File: src/rtl/core/char_lcd_write_sequencer_top_defines.svh
// Assertion macros used by the back end of the character LCD write sequencer RTL.
`ifndef CHAR_LCD_WRITE_SEQUENCER_TOP_DEFINES_SVH
`define CHAR_LCD_WRITE_SEQUENCER_TOP_DEFINES_SVH

// Implication or plain property, checked out of reset.
`define LCDWS_ASSERT(lbl, prop, msg) \
    lbl: assert property (@(posedge i_clk) disable iff (!i_rst_n) prop) else $error(msg);

// Condition that must never be seen out of reset.
`define LCDWS_NEVER(lbl, cond, msg) \
    lbl: assert property (@(posedge i_clk) disable iff (!i_rst_n) !(cond)) else $error(msg);

`endif

File: src/rtl/core/lcdws_pkg.sv
// Types, constants and helper functions of the character LCD write sequencer.
package lcdws_pkg;

    localparam int RESULT_CAP     = 42;
    localparam int LINE_CHARS_DEF = 20;
    localparam int CNT_W          = $clog2(RESULT_CAP);
    localparam int NUM_W          = 14;
    localparam int JOBQ_DEPTH     = 2;

    localparam logic [7:0]  SET_ADDR_CMD = 8'h80;
    localparam logic [7:0]  ASCII_ZERO   = 8'h30;
    localparam logic [7:0]  ASCII_SPACE  = 8'h20;
    localparam logic [15:0] NUM_LIMIT    = 16'd10000;

    localparam logic [7:0] ROW1_OFF_RST = 8'hC0;
    localparam logic [7:0] ROW2_OFF_RST = 8'h94;
    localparam logic [7:0] ROW3_OFF_RST = 8'hD4;

    typedef enum logic [2:0] {
        REQ_CMD   = 3'd0,
        REQ_CHAR  = 3'd1,
        REQ_NUM   = 3'd2,
        REQ_MOVE  = 3'd3,
        REQ_CLEAR = 3'd4
    } t_req;

    typedef enum logic [1:0] {
        CFG_FOUR_BIT = 2'd0,
        CFG_ROW1     = 2'd1,
        CFG_ROW2     = 2'd2,
        CFG_ROW3     = 2'd3
    } t_cfg_idx;

    typedef enum logic [1:0] {
        K_BYTE  = 2'd0,
        K_NUM   = 2'd1,
        K_CLEAR = 2'd2
    } t_kind;

    typedef enum logic [1:0] {
        S_IDLE  = 2'd0,
        S_BYTE  = 2'd1,
        S_DIGIT = 2'd2,
        S_SPACE = 2'd3
    } t_state;

    typedef struct packed {
        logic       four_bit;
        logic [7:0] row1;
        logic [7:0] row2;
        logic [7:0] row3;
    } t_cfg;

    typedef struct packed {
        t_kind            kind;
        logic             rs;
        logic [7:0]       data;
        logic [NUM_W-1:0] num;
        logic [1:0]       place;
    } t_job;

    typedef struct packed {
        logic [3:0]       d;
        logic [NUM_W-1:0] rem;
    } t_digit;

    // Upper bound of the remaining number while sitting at a decimal place.
    function automatic logic [NUM_W-1:0] place_bound(input logic [1:0] p);
        logic [NUM_W-1:0] b;
        case (p)
            2'd0:    b = NUM_W'(10);
            2'd1:    b = NUM_W'(100);
            2'd2:    b = NUM_W'(1000);
            default: b = NUM_W'(10000);
        endcase
        return b;
    endfunction

    // One decimal digit: parallel compares against constant multiples.
    function automatic t_digit digit_step(input logic [NUM_W-1:0] num,
                                          input logic [1:0] p);
        t_digit r;
        r.d   = 4'd0;
        r.rem = num;
        case (p)
            2'd0: begin
                r.d   = num[3:0];
                r.rem = '0;
            end
            2'd1: begin
                for (int k = 1; k < 10; k++) begin
                    if (num >= NUM_W'(k * 10)) begin
                        r.d   = 4'(k);
                        r.rem = num - NUM_W'(k * 10);
                    end
                end
            end
            2'd2: begin
                for (int k = 1; k < 10; k++) begin
                    if (num >= NUM_W'(k * 100)) begin
                        r.d   = 4'(k);
                        r.rem = num - NUM_W'(k * 100);
                    end
                end
            end
            default: begin
                for (int k = 1; k < 10; k++) begin
                    if (num >= NUM_W'(k * 1000)) begin
                        r.d   = 4'(k);
                        r.rem = num - NUM_W'(k * 1000);
                    end
                end
            end
        endcase
        return r;
    endfunction

endpackage

File: src/rtl/core/lcdws_front.sv
// Front end: classifies a request into a job descriptor for the back end.
module lcdws_front
    import lcdws_pkg::*;
(
    input  t_cfg        i_cfg,
    input  logic [2:0]  i_req_type,
    input  logic [15:0] i_value,
    input  logic [7:0]  i_column,
    input  logic [7:0]  i_row,
    output logic        o_keep,
    output t_job        o_job
);

    logic [7:0] row_off;
    logic [7:0] move_addr;
    logic [7:0] clr_addr;

    always_comb begin
        unique case (i_row)
            8'd1:    row_off = i_cfg.row1;
            8'd2:    row_off = i_cfg.row2;
            8'd3:    row_off = i_cfg.row3;
            default: row_off = 8'h00;
        endcase
    end

    assign move_addr = SET_ADDR_CMD | (i_column + row_off);
    assign clr_addr  = SET_ADDR_CMD | row_off;

    always_comb begin
        o_keep       = 1'b0;
        o_job.kind   = K_BYTE;
        o_job.rs     = 1'b0;
        o_job.data   = i_value[7:0];
        o_job.num    = i_value[NUM_W-1:0];
        o_job.place  = 2'd3;
        unique case (t_req'(i_req_type))
            REQ_CMD: begin
                o_keep = 1'b1;
            end
            REQ_CHAR: begin
                o_keep   = 1'b1;
                o_job.rs = 1'b1;
            end
            REQ_NUM: begin
                o_keep     = (i_value < NUM_LIMIT);
                o_job.kind = K_NUM;
                o_job.rs   = 1'b1;
                if (i_value < 16'd100) begin
                    o_job.place = 2'd1;   // also covers the leading zero
                end else if (i_value < 16'd1000) begin
                    o_job.place = 2'd2;
                end
            end
            REQ_MOVE: begin
                o_keep     = 1'b1;
                o_job.data = move_addr;
            end
            REQ_CLEAR: begin
                o_keep     = 1'b1;
                o_job.kind = K_CLEAR;
                o_job.data = clr_addr;
            end
            default: begin
                o_keep = 1'b0;
            end
        endcase
    end

endmodule

File: src/rtl/core/lcdws_jobq.sv
// Short job queue between the front and back ends.
module lcdws_jobq
    import lcdws_pkg::*;
(
    input  logic i_clk,
    input  logic i_rst_n,
    input  logic i_push,
    input  t_job i_job,
    output logic o_full,
    output logic o_valid,
    output t_job o_job,
    input  logic i_pop
);

    localparam int PTR_W = (JOBQ_DEPTH > 1) ? $clog2(JOBQ_DEPTH) : 1;
    localparam int CNT_QW = $clog2(JOBQ_DEPTH + 1);

    t_job              r_mem [JOBQ_DEPTH];
    logic [PTR_W-1:0]  r_wr;
    logic [PTR_W-1:0]  r_rd;
    logic [CNT_QW-1:0] r_cnt;
    logic              do_push;
    logic              do_pop;

    assign o_full  = (r_cnt == CNT_QW'(JOBQ_DEPTH));
    assign o_valid = (r_cnt != '0);
    assign o_job   = r_mem[r_rd];
    assign do_push = i_push && !o_full;
    assign do_pop  = i_pop && o_valid;

    function automatic logic [PTR_W-1:0] wrap_inc(input logic [PTR_W-1:0] p);
        return (p == PTR_W'(JOBQ_DEPTH - 1)) ? '0 : p + PTR_W'(1);
    endfunction

    always_ff @(posedge i_clk) begin
        if (!i_rst_n) begin
            r_wr  <= '0;
            r_rd  <= '0;
            r_cnt <= '0;
        end else begin
            if (do_push) begin
                r_wr <= wrap_inc(r_wr);
            end
            if (do_pop) begin
                r_rd <= wrap_inc(r_rd);
            end
            if (do_push && !do_pop) begin
                r_cnt <= r_cnt + CNT_QW'(1);
            end else if (do_pop && !do_push) begin
                r_cnt <= r_cnt - CNT_QW'(1);
            end
        end
    end

    always_ff @(posedge i_clk) begin
        if (do_push) begin
            r_mem[r_wr] <= i_job;
        end
    end

endmodule

File: src/rtl/core/lcdws_back.sv
// Back end: walks a job byte by byte and emits one bus strobe per beat.
`include "char_lcd_write_sequencer_top_defines.svh"

module lcdws_back
    import lcdws_pkg::*;
#(
    parameter int LINE_CHARS = LINE_CHARS_DEF
) (
    input  logic       i_clk,
    input  logic       i_rst_n,
    input  t_cfg       i_cfg,
    input  logic       i_q_valid,
    input  t_job       i_q_job,
    output logic       o_q_pop,
    input  logic       i_pop,
    output logic       o_empty,
    output logic       o_reg_select,
    output logic [7:0] o_bus_data,
    output logic       o_last
);

    localparam int SPC_W = $clog2(LINE_CHARS + 1);

    t_state           r_state;
    t_state           n_state;
    t_kind            r_kind;
    t_kind            n_kind;
    logic             r_rs;
    logic             n_rs;
    logic [7:0]       r_byte;
    logic [7:0]       n_byte;
    logic [NUM_W-1:0] r_num;
    logic [NUM_W-1:0] n_num;
    logic [1:0]       r_place;
    logic [1:0]       n_place;
    logic [SPC_W-1:0] r_spaces;
    logic [SPC_W-1:0] n_spaces;
    logic             r_lo;
    logic             n_lo;
    logic [CNT_W-1:0] r_cnt;
    logic [CNT_W-1:0] n_cnt;

    logic       r_out_v;
    logic       r_out_rs;
    logic [7:0] r_out_data;
    logic       r_out_last;

    t_digit     dig;
    logic [7:0] cur_byte;
    logic       cur_rs;
    logic [7:0] strobe;
    logic       emit;
    logic       load;
    logic       byte_done;
    logic       job_end;
    logic       cap_hit;
    logic       strobe_last;

    assign emit    = (r_state != S_IDLE) && (!r_out_v || i_pop);
    assign load    = (r_state == S_IDLE) && i_q_valid;
    assign o_q_pop = load;
    assign dig     = digit_step(r_num, r_place);

    always_comb begin
        cur_byte = r_byte;
        cur_rs   = r_rs;
        job_end  = 1'b0;
        unique case (r_state)
            S_BYTE: begin
                job_end = (r_kind != K_CLEAR);
            end
            S_DIGIT: begin
                cur_byte = ASCII_ZERO + {4'h0, dig.d};
                cur_rs   = 1'b1;
                job_end  = (r_place == 2'd0);
            end
            S_SPACE: begin
                cur_byte = ASCII_SPACE;
                cur_rs   = 1'b1;
                job_end  = (r_spaces == SPC_W'(1));
            end
            default: begin
                job_end = 1'b0;
            end
        endcase
    end

    // high nibble first in four-bit mode
    assign strobe      = !i_cfg.four_bit ? cur_byte :
                         (r_lo ? {4'h0, cur_byte[3:0]} : {4'h0, cur_byte[7:4]});
    assign byte_done   = !i_cfg.four_bit || r_lo;
    assign cap_hit     = (r_cnt == CNT_W'(RESULT_CAP - 1));
    assign strobe_last = (byte_done && job_end) || cap_hit;

    // next state
    always_comb begin
        n_state = r_state;
        unique case (r_state)
            S_IDLE: begin
                if (i_q_valid) begin
                    n_state = (i_q_job.kind == K_NUM) ? S_DIGIT : S_BYTE;
                end
            end
            S_BYTE: begin
                if (emit && strobe_last) begin
                    n_state = S_IDLE;
                end else if (emit && byte_done) begin
                    n_state = S_SPACE;
                end
            end
            S_DIGIT, S_SPACE: begin
                if (emit && strobe_last) begin
                    n_state = S_IDLE;
                end
            end
            default: begin
                n_state = S_IDLE;
            end
        endcase
    end

    // job datapath
    always_comb begin
        n_kind   = r_kind;
        n_rs     = r_rs;
        n_byte   = r_byte;
        n_num    = r_num;
        n_place  = r_place;
        n_spaces = r_spaces;
        n_lo     = r_lo;
        n_cnt    = r_cnt;
        if (load) begin
            n_kind  = i_q_job.kind;
            n_rs    = i_q_job.rs;
            n_byte  = i_q_job.data;
            n_num   = i_q_job.num;
            n_place = i_q_job.place;
        end else if (emit) begin
            if (strobe_last) begin
                n_lo  = 1'b0;
                n_cnt = '0;
            end else begin
                n_cnt = r_cnt + CNT_W'(1);
                n_lo  = i_cfg.four_bit && !r_lo;
                if (byte_done) begin
                    unique case (r_state)
                        S_BYTE: begin
                            n_spaces = SPC_W'(LINE_CHARS);
                        end
                        S_DIGIT: begin
                            n_num   = dig.rem;
                            n_place = r_place - 2'd1;
                        end
                        S_SPACE: begin
                            n_spaces = r_spaces - SPC_W'(1);
                        end
                        default: begin
                            n_spaces = r_spaces;
                        end
                    endcase
                end
            end
        end
    end

    always_ff @(posedge i_clk) begin
        if (!i_rst_n) begin
            r_state <= S_IDLE;
            r_lo    <= 1'b0;
            r_cnt   <= '0;
            r_out_v <= 1'b0;
        end else begin
            r_state <= n_state;
            r_lo    <= n_lo;
            r_cnt   <= n_cnt;
            if (emit) begin
                r_out_v <= 1'b1;
            end else if (i_pop) begin
                r_out_v <= 1'b0;
            end
        end
    end

    always_ff @(posedge i_clk) begin
        r_kind   <= n_kind;
        r_rs     <= n_rs;
        r_byte   <= n_byte;
        r_num    <= n_num;
        r_place  <= n_place;
        r_spaces <= n_spaces;
        if (emit) begin
            r_out_rs   <= cur_rs;
            r_out_data <= strobe;
            r_out_last <= strobe_last;
        end
    end

    assign o_empty      = !r_out_v;
    assign o_reg_select = r_out_rs;
    assign o_bus_data   = r_out_data;
    assign o_last       = r_out_last;

    `LCDWS_ASSERT(a_idle_clean, (r_state == S_IDLE) |-> (r_cnt == '0 && !r_lo), "idle with stale counters")
    `LCDWS_NEVER(a_cnt_cap, r_cnt > CNT_W'(RESULT_CAP - 1), "strobe count past cap")
    `LCDWS_ASSERT(a_digit_range, (r_state == S_DIGIT) |-> (r_num < place_bound(r_place)), "digit remainder out of range")
    `LCDWS_ASSERT(a_load_idle, o_q_pop |-> (r_state == S_IDLE && i_q_valid), "job taken while busy")

endmodule

File: src/rtl/core/char_lcd_write_sequencer_top.sv
// Top level of the character LCD write sequencer: config registers, front, queue, back.
//
// Each accepted request turns into a train of bus strobe beats, one beat per
// cycle at best: a command or character gives one byte, a number below 10000
// gives two to four ASCII digits (a lone digit gets a leading zero), a cursor
// move gives the set-address command 0x80 | (column + row offset), and a line
// clear gives that command for column 0 followed by LINE_CHARS spaces. In
// four-bit mode every byte is two beats, high nibble first in bus_data[3:0].
// At most 42 beats leave per request; last marks the final one. A request
// leaves the job queue only while the back end is idle, and its beats then
// follow; the back-end sequencer with its single output register sets the
// pace.
// The front end classifies and queues up to two further requests while the
// back end works, so push keeps going until the job queue fills. Numbers of
// 10000 or more and unknown request types are accepted and give no beats.
// Config registers are written directly through i_cfg_we / i_cfg_idx /
// i_cfg_data and must only change while the block is idle.
module char_lcd_write_sequencer_top
    import lcdws_pkg::*;
#(
    parameter int LINE_CHARS = LINE_CHARS_DEF
) (
    input  logic        i_clk,
    input  logic        i_rst_n,
    // config write port
    input  logic        i_cfg_we,
    input  logic [1:0]  i_cfg_idx,
    input  logic [7:0]  i_cfg_data,
    // request side
    input  logic        push,
    output logic        full,
    input  logic [2:0]  i_req_type,
    input  logic [15:0] i_value,
    input  logic [7:0]  i_column,
    input  logic [7:0]  i_row,
    // strobe side
    output logic        empty,
    input  logic        pop,
    output logic        o_reg_select,
    output logic [7:0]  o_bus_data,
    output logic        o_last
);

    t_cfg r_cfg;
    logic front_keep;
    t_job front_job;
    logic q_push;
    logic q_valid;
    logic q_pop;
    t_job q_job;

    // config registers, reset to the standard 20x4 row layout
    always_ff @(posedge i_clk) begin
        if (!i_rst_n) begin
            r_cfg.four_bit <= 1'b1;
            r_cfg.row1     <= ROW1_OFF_RST;
            r_cfg.row2     <= ROW2_OFF_RST;
            r_cfg.row3     <= ROW3_OFF_RST;
        end else if (i_cfg_we) begin
            unique case (t_cfg_idx'(i_cfg_idx))
                CFG_FOUR_BIT: r_cfg.four_bit <= i_cfg_data[0];
                CFG_ROW1:     r_cfg.row1     <= i_cfg_data;
                CFG_ROW2:     r_cfg.row2     <= i_cfg_data;
                CFG_ROW3:     r_cfg.row3     <= i_cfg_data;
            endcase
        end
    end

    lcdws_front u_front (
        .i_cfg      (r_cfg),
        .i_req_type (i_req_type),
        .i_value    (i_value),
        .i_column   (i_column),
        .i_row      (i_row),
        .o_keep     (front_keep),
        .o_job      (front_job)
    );

    // requests with no beats are accepted but never queued
    assign q_push = push && !full && front_keep;

    lcdws_jobq u_jobq (
        .i_clk   (i_clk),
        .i_rst_n (i_rst_n),
        .i_push  (q_push),
        .i_job   (front_job),
        .o_full  (full),
        .o_valid (q_valid),
        .o_job   (q_job),
        .i_pop   (q_pop)
    );

    lcdws_back #(
        .LINE_CHARS (LINE_CHARS)
    ) u_back (
        .i_clk        (i_clk),
        .i_rst_n      (i_rst_n),
        .i_cfg        (r_cfg),
        .i_q_valid    (q_valid),
        .i_q_job      (q_job),
        .o_q_pop      (q_pop),
        .i_pop        (pop),
        .o_empty      (empty),
        .o_reg_select (o_reg_select),
        .o_bus_data   (o_bus_data),
        .o_last       (o_last)
    );

endmodule

File: config.mk
export PLATFORM = sky130hd
export DESIGN_NAME = char_lcd_write_sequencer_top
export DESIGN_NICKNAME = d
export VERILOG_FILES = /design/src/rtl/core/lcdws_pkg.sv /design/src/rtl/core/lcdws_front.sv /design/src/rtl/core/lcdws_jobq.sv /design/src/rtl/core/lcdws_back.sv /design/src/rtl/core/char_lcd_write_sequencer_top.sv
export VERILOG_INCLUDE_DIRS = /design/src /design/src/rtl/core
export SDC_FILE = /design/constraint.sdc
export NUM_CORES = 1
export LEC_CHECK = 0
export BUFFER_PORTS_ARGS = -buffer_cell sky130_fd_sc_hd__buf_2
export CAP_MARGIN = 20
export CORE_ASPECT_RATIO = 1.4
export CORE_MARGIN = 2
export CORE_UTILIZATION = 50
export DETAILED_ROUTE_END_ITERATION = 16
export HOLD_SLACK_MARGIN = 0.06
export PLACE_DENSITY_LB_ADDON = 0.05
export SYNTH_ARGS = -nofsm -noshare
export SYNTH_HDL_FRONTEND = slang
export SYNTH_SLANG_ARGS = --single-unit
File: constraint.sdc
create_clock -name i_clk -period 5.5 [get_ports i_clk]
set_input_delay 0.825 -clock i_clk [delete_from_list [all_inputs] [get_ports i_clk]]
set_output_delay 0.825 -clock i_clk [all_outputs]
set_load 0.005 [all_outputs]
==> results of run 1 <==
-- worst min path at each step --
stage | start | to | slack, ns | cells after the start
3_5_place_dp | r_cfg[4] | r_cfg[4] | 0.46 | 2
3_3_place_gp | r_cfg[4] | r_cfg[4] | 0.44 | 2
5_1_grt | r_cfg[0] | r_cfg[0] | 0.49 | 2
2_1_floorplan | r_cfg[6] | r_cfg[6] | 0.43 | 2
6_report | r_cfg[5] | r_cfg[5] | 0.47 | 2
4_1_cts | r_cfg[5] | r_cfg[5] | 0.47 | 2
-- power groups by stage --
stage	clock [uW]	combinational, uW	sequential, uW
CTS	1270	5460	1660
finish	1260	5760	1670
detailed placement	0	5430	1670
global route	1310	6050	1690
floorplan	0	3610	1500
global placement	0	5440	1670
-- cells in the mapped netlist, types with 31 or more instances --
| master | instances |
|---|---|
| a21oi_1 | 113 |
| nor2_1 | 127 |
| dfxtp_1 | 37 |
| xnor2_1 | 65 |
| o21ai_0 | 100 |
| clkbuf_1 | 86 |
| edfxtp_1 | 96 |
| nand2_1 | 168 |
| inv_1 | 33 |
| a31oi_1 | 31 |
| ha_1 | 45 |
| nand3_1 | 56 |
-- worst max-delay path, cell delays in order, from the launching register on --
cell and delay (ns):
edfxtp_1 0.68, nor4_4 0.79, and3_1 0.50, and2_1 0.51, and2_0 0.20, buf_4 0.17
nand2_1 0.11, a211o_1 0.32, o22a_1 0.32, a21oi_1 0.17, o311ai_0 0.28, buf_4 0.26
-- through the flow --
step	hold slack [ns]	area (sq um)	power [uW]	util
2_1_floorplan	0.4349	11750	5108	-
3_3_place_gp	0.4445	12480	7110	0.5380
3_5_place_dp	0.4564	12480	7106	0.5380
4_1_cts	0.4683	13140	8385	0.5661
5_1_grt	0.4899	13140	9050	0.5664
6_report	0.4659	13140	8697	0.5664
-- kinds of logic after synthesis --
group                      share of synthesized area
xor gates and xnor gates                     0.06632
adders and majority gates                    0.04961
AOI/OAI and AO/OA                             0.2772
DFF                                           0.3083
muxes                                        0.03800
and+or+nand+nor                               0.2140
buffers and inverters                        0.04663
-- registers in the layout (all words and copies together) (netlist names), 2 cells and up, named ones only --
signal / cells
u_jobq.r_mem: 54
r_cfg: 22
u_back.r_num: 14
u_back.o_bus_data: 8
u_back.r_byte: 8
u_back.r_cnt: 6
u_back.r_spaces: 5
u_back.r_kind: 2
u_back.r_place: 2
u_back.r_state: 2
u_jobq.r_cnt: 2
-- cell usage in the layout, fill, tap and decap left out, drive strengths merged, types with 13 or more instances in the layout --
cell type  count
and2          14
edfxtp        96
nor3          29
ha            45
o22ai         13
clkbuf        18
nor2         128
and3          15
o211ai        24
xnor2         65
nand2        168
a31oi         31
a22oi         17
xor2          24
buf          119
dfxtp         37
a211oi        26
o221ai        13
a21o          16
nor2b         29
a311oi        14
a21oi        114
mux2i         21
o21ai        101
a21boi        18
nand4         16
nand3         57
mux2          21
inv           38
-- final cells by class --
class / instances / share of cell area
clock inverters: 14 / 0.01694
inverters: 37 / 0.01057
multi-input cells: 1189 / 0.5783
repair buffers: 119 / 0.05654
flip-flops and latches: 133 / 0.2757
clock buffers: 18 / 0.03265
diodes: 1 / 0.0001904
well taps: 306 / 0.02913
-- metal layers --
layer / share of wire / routed length (um) / global-route usage / vias up
li1: - / - / - / 5556
met3: 0.091 / 4639 / 0.1048 / 282
met4: 0.10 / 5332 / 0.3732 / 2
met2: 0.46 / 23420 / 0.6666 / 837
met5: 0.00037 / 19 / 0 / -
met1: 0.34 / 17550 / 0.4530 / 6002
==> key figures, run 1 <==
Run status
  – Outcome: finished clean

Logic synthesis
  – Predominant post-synthesis flop cell: edfxtp_1
  – Cell count after synthesis: about 1,500
  – Post-synth top area share: 0.2453
  – Post-synthesis cell area: 0.01175 sq mm
  – Post-synth top area cell: edfxtp_1
  – Area contributors post-synth: edfxtp_1 (25%), dfxtp_1 (6.3%), nand2_1 (5.4%)
  – Synth Net Count: 1,560
  – Syn avg cell area: approximately 8 sq um
  – Synth async-reset ratio: 0
  – Ys Warns: 0
  – Synthesized flop and latch total: around 130
  – Sequential area share after synthesis: 0.3083
  – EDFF count, synth: 96
  – Synth unique cells: 87

Clock network
  – H-tree levels: 4
  – Post-cts resize count: 0
  – Worst-path clk slew: approximately 0.07 ns
  – Clock sinks: between 100 and 150
  – Clock Tree Buf Depth: 2
  – Root buffer cell: clkbuf_16
  – Worst-Skew Late Latency: about 0.43 ns
  – Post-CTS Setup Inserts: 0
  – CTS tree: done
  – Number of CTS-inserted buffers: 17
  – CTS Hold Bufs: 0

Pwr
  – Static Leakage: 0.004729 uW
  – Switching power: approximately 4700 uW
  – Sw Ratio: 0.5386
  – P per Cell Area: 661.7 mW/mm^2
  – Internal Power: roughly 4000 uW
  – Max VDD drop: between 0.3 and 0.4 mV
  – Comb pwr share: 0.663
  – Clock share of power: 0.145
  – Seq pwr share: 0.192

Critical path
  – Nature of the critical path endpoint: flip-flop
  – Critical Path Start: u_back.r_num[13]
  – CP endpoint: u_back.r_num[8]
  – Worst path required time: roughly 5.7 ns
  – Worst reg2reg path depth: 11
  – CP Launch Type: flip-flop
  – Flop2flop setup slack: ~0.94 ns
  – Worst R2R End: u_back.r_num[8]
  – RR Startpoint: u_back.r_num[13]
  – WS Path Type: flip-flop to flip-flop
  – Worst Path Arrival: between 4 and 5 ns
  – Crit-path max FO: 13

Timing
  – # setup viols final: 0
  – Clock Skew: 0.01807 ns
  – RSZ-0062 raised after global routing: no
  – Final Worst Setup Slack: around 0.94 ns
  – Tcrit/Tclk final: 0.8290
  – Setup TNS Final: 0 ns
  – Hold Fails Final Rpt: 0
  – Worst-Margin Slew: 1.291 ns
  – Achievable Freq: 219.3 MHz
  – Minimum clock period: ~4.6 ns
  – Max-slew headroom: 0.1303
  – Final slew viol count: 0

Global route
  – Initial antenna violation count: 2
  – Global route total overflow: 0
  – Pin count of the biggest net entering global routing: 32
  – Vias in the first global route: between 10,000 and 15,000
  – Global-route wire length before repair: between 70,000 and 80,000 um
  – All-layer global routing usage: 0.4155

Min path
  – Hold Path Class: flip-flop to flip-flop

Layout
  – Multi-input logic area: around 0.0076 sq mm
  – Filler cells: between 2,000 and 2,500
  – Synth-to-layout area growth: 11.83%
  – Nets: approximately 1,600
  – Share of cells above drive strength 1: 0.1291
  – Register area: roughly 0.0036 sq mm
  – Post-route insts no fill: 1,817

Detailed routing
  – Via density per instance: ~7
  – DR DRC count: 0
  – Drt pass-1 iters: 6
  – Final ANT Viol Nets: 0
  – Routed len/inst: between 20 and 30 um
  – Routed WL: approximately 51,000 um
  – DR vias: 12,680
  – DR iter-0 viols: 1,426

Flow run
  – Max Cap Viol: 0

Die
  – Die Wd: ~130 um
  – Die area: 0.02477 sq mm
  – Initial Util: 0.5065
  – Die Y: approximately 190 um
  – Site row count: 66
  – IO Pins: between 60 and 70
  – CORE AREA: 0.02320 sq mm

Placed design
  – PortBufs: between 50 and 60
  – GP Congestion: approximately 1.1
  – Dpl cells: between 1,500 and 2,000
  – DP Worst Slack: about 1.3 ns
  – DP Wirelength: ~37,000 um
No activity file was read; power rests on OpenSTA's default activity.
==> run 2, diff against run 1 <==
- clock period: 5.5 -> 4.33 ns (I/O delays scaled with it)
==> run 2 against run 1 <==
  * Critical path depth stayed put
  * Worst setup slack got worse by 0.76 ns
  * Global-route usage up 2.3 points
  * Core utilization up 1.8 points
  * Clock skew shrank 0.0067 ns
  * Via count is 2.3% higher
  * Cell area grew 3.1%
  * Total power is 32% higher
  * Critical endpoint is now u_back.r_num[4]
  * First-iteration DRC count up 3.2%
  * Clock power grew 14%
  * Combinational power grew 38%
  * Clock-buffer cell count rose by 2
==> key figures, run 2 (synthesized netlist as in run 1, its figures left out) <==
Detailed routing
  – Routed WL: about 54,000 um
  – DR DRC count: 0
  – DR iter-0 viols: ~1,500
  – Drt pass-1 iters: 8
  – DR vias: 12,980
  – Final ANT Viol Nets: 0
  – Routed len/inst: 28.86 um
  – Via density per instance: approximately 6.9

Pwr
  – Internal Power: 5231 uW
  – Static Leakage: between 0.005 and 0.006 uW
  – Final Power: 11,510 uW
  – Seq pwr share: 0.186
  – Comb pwr share: 0.690
  – Clock share of power: 0.125
  – Switching power: around 6300 uW
  – Sw Ratio: 0.5457
  – Max VDD drop: slightly below 0.5 mV
  – P per Cell Area: 849.6 mW/mm^2

Layout
  – Post-layout util: 0.5840
  – Cell area after layout: between 0.01 and 0.015 sq mm
  – Largest register FFs: 54
  – Register area: ~0.0036 sq mm
  – Commonest non-fill, non-tap cells in the layout: nand2_1 (168), nor2_1 (127), buf_4 (118)
  – Share of cells above drive strength 1: 0.1624
  – Inserted Diodes: 0
  – Nets: about 1,700
  – Biggest regs: u_jobq.r_mem x54, r_cfg x22, u_back.r_num x14
  – Biggest register: u_jobq.r_mem
  – Synth-to-layout area growth: 15.30%
  – Filler cells: around 2,100
  – Multi-input logic area: between 0.007 and 0.008 sq mm
  – Most common cell after layout, fill and taps aside: nand2_1

Critical path
  – Nature of the critical path endpoint: flip-flop
  – RR Startpoint: u_back.r_num[6]
  – Worst reg2reg path depth: 11
  – Flop2flop setup slack: approximately 0.18 ns
  – CP Launch Type: flip-flop
  – Worst R2R End: u_back.r_num[4]
  – Crit-path max FO: 12
  – WS Path Type: flip-flop to flip-flop
  – Worst path required time: 4.55 ns
  – Worst Path Arrival: 4.37 ns

Global route
  – Global route total overflow: 0
  – Pin count of the biggest net entering global routing: 32
  – Vias in the first global route: between 10,000 and 15,000
  – Initial antenna violation count: 0
  – Global-route wire length before repair: 79,420 um
  – All-layer global routing usage: 0.4381

Clock network
  – Post-CTS Setup Inserts: 0
  – Post-cts resize count: 0
  – Worst-Skew Late Latency: roughly 0.42 ns
  – Root buffer cell: clkbuf_16
  – Clock sinks: between 100 and 150
  – H-tree levels: 4
  – CTS Hold Bufs: 0
  – CTS tree: done
  – Worst-path clk slew: ~0.07 ns
  – Clock Tree Buf Depth: 2
  – Number of CTS-inserted buffers: 17

Min path
  – Hold Path Class: input port to flip-flop
  – Worst hold stages: 1
  – Worst Hold End: u_jobq.r_mem[0][2]
  – HP Start: i_value[0]

Placed design
  – GP Congestion: between 1 and 1.5
  – Placed Area: approximately 0.013 sq mm
  – DP Wirelength: between 40,000 and 50,000 um
  – PortBufs: 59

Timing
  – Clock Skew: 0.01136 ns
  – Worst-Margin Slew: 0.9639 ns
  – RSZ-0062 raised after global routing: no
  – Max-slew headroom: 0.3574
  – WHS: approximately 0.44 ns
  – Setup TNS Final: 0 ns
  – Tcrit/Tclk final: 0.9594
  – # setup viols final: 0
  – Hold Fails Final Rpt: 0
  – Achievable Freq: 240.7 MHz
  – Final slew viol count: 0
  – Minimum clock period: roughly 4.2 ns

Die
  – IO Pins: slightly above 60
  – Die Wd: between 100 and 150 um
  – Die area: 0.02477 sq mm
  – CORE AREA: about 0.023 sq mm
  – Initial Util: 0.5065
  – Site row count: 66
  – Die Y: approximately 190 um

Flow run
  – Max Cap Viol: 0

Run status
  – Outcome: finished clean
==> run 2: critical path, stage by stage (launching register included) <==
cell,delay (ns)
edfxtp_1,0.45
clkinv_1,0.17
buf_4,0.22
ha_1,0.35
a311o_1,0.40
o211ai_1,0.20
and3_1,0.51
nand2_1,0.14
o311ai_0,0.80
a311oi_1,0.20
buf_4,0.21
a311oi_1,0.28
==> run 2: cell type report <==
class | count | share of cell area
Tap cell | 306 | 0.02825
Sequential cell | 133 | 0.2674
Timing Repair Buffer | 179 | 0.09011
Clock inverter | 12 | 0.008587
Clock buffer | 20 | 0.03453
Inverter | 37 | 0.01025
Multi-Input combinational cell | 1189 | 0.5609
==> run 2: metal layers <==
layer / up-vias / wire length, um / GRT usage / part of all wire
met5: - / 0 / 0 / 0
met4: 0 / 5594 / 0.3860 / 0.10
met3: 285 / 4707 / 0.09496 / 0.087
met2: 882 / 25130 / 0.7198 / 0.46
met1: 6142 / 18700 / 0.4765 / 0.35
li1: 5667 / - / - / -
==> run 2: stage by stage <==
| stage | worst slack (ns) | instances |
|---|---|---|
| after CTS | 0.4696 | 1876 |
| after global routing | 0.1735 | 1876 |
| after floorplan | 0.5073 | 1464 |
| after global placement | 0.4991 | 1844 |
| after detailed placement | 0.5010 | 1844 |
| final | 0.1758 | 1876 |
==> run 2: power by group through the flow <==
stage / Combinational, uW / Clock (uW) / Sequential [uW]
finish: 7940 / 1440 / 2140
CTS: 7500 / 1430 / 2110
global placement: 7470 / 0 / 2130
detailed placement: 7460 / 0 / 2130
global route: 8270 / 1480 / 2150
floorplan: 4580 / 0 / 1910
==> run 2: how the worst max path moves through the flow <==
stage,startpoint,end,slack (ns),cells after the start
global placement,u_back.r_num[4],u_back.r_num[13],0.50,11
floorplan,u_back.r_num[7],u_back.r_num[13],0.51,15
CTS,u_back.r_num[4],u_back.r_num[13],0.47,11
global route,u_back.r_num[6],u_back.r_num[4],0.17,11
detailed placement,u_back.r_num[4],u_back.r_num[13],0.50,11
finish,u_back.r_num[6],u_back.r_num[4],0.18,11
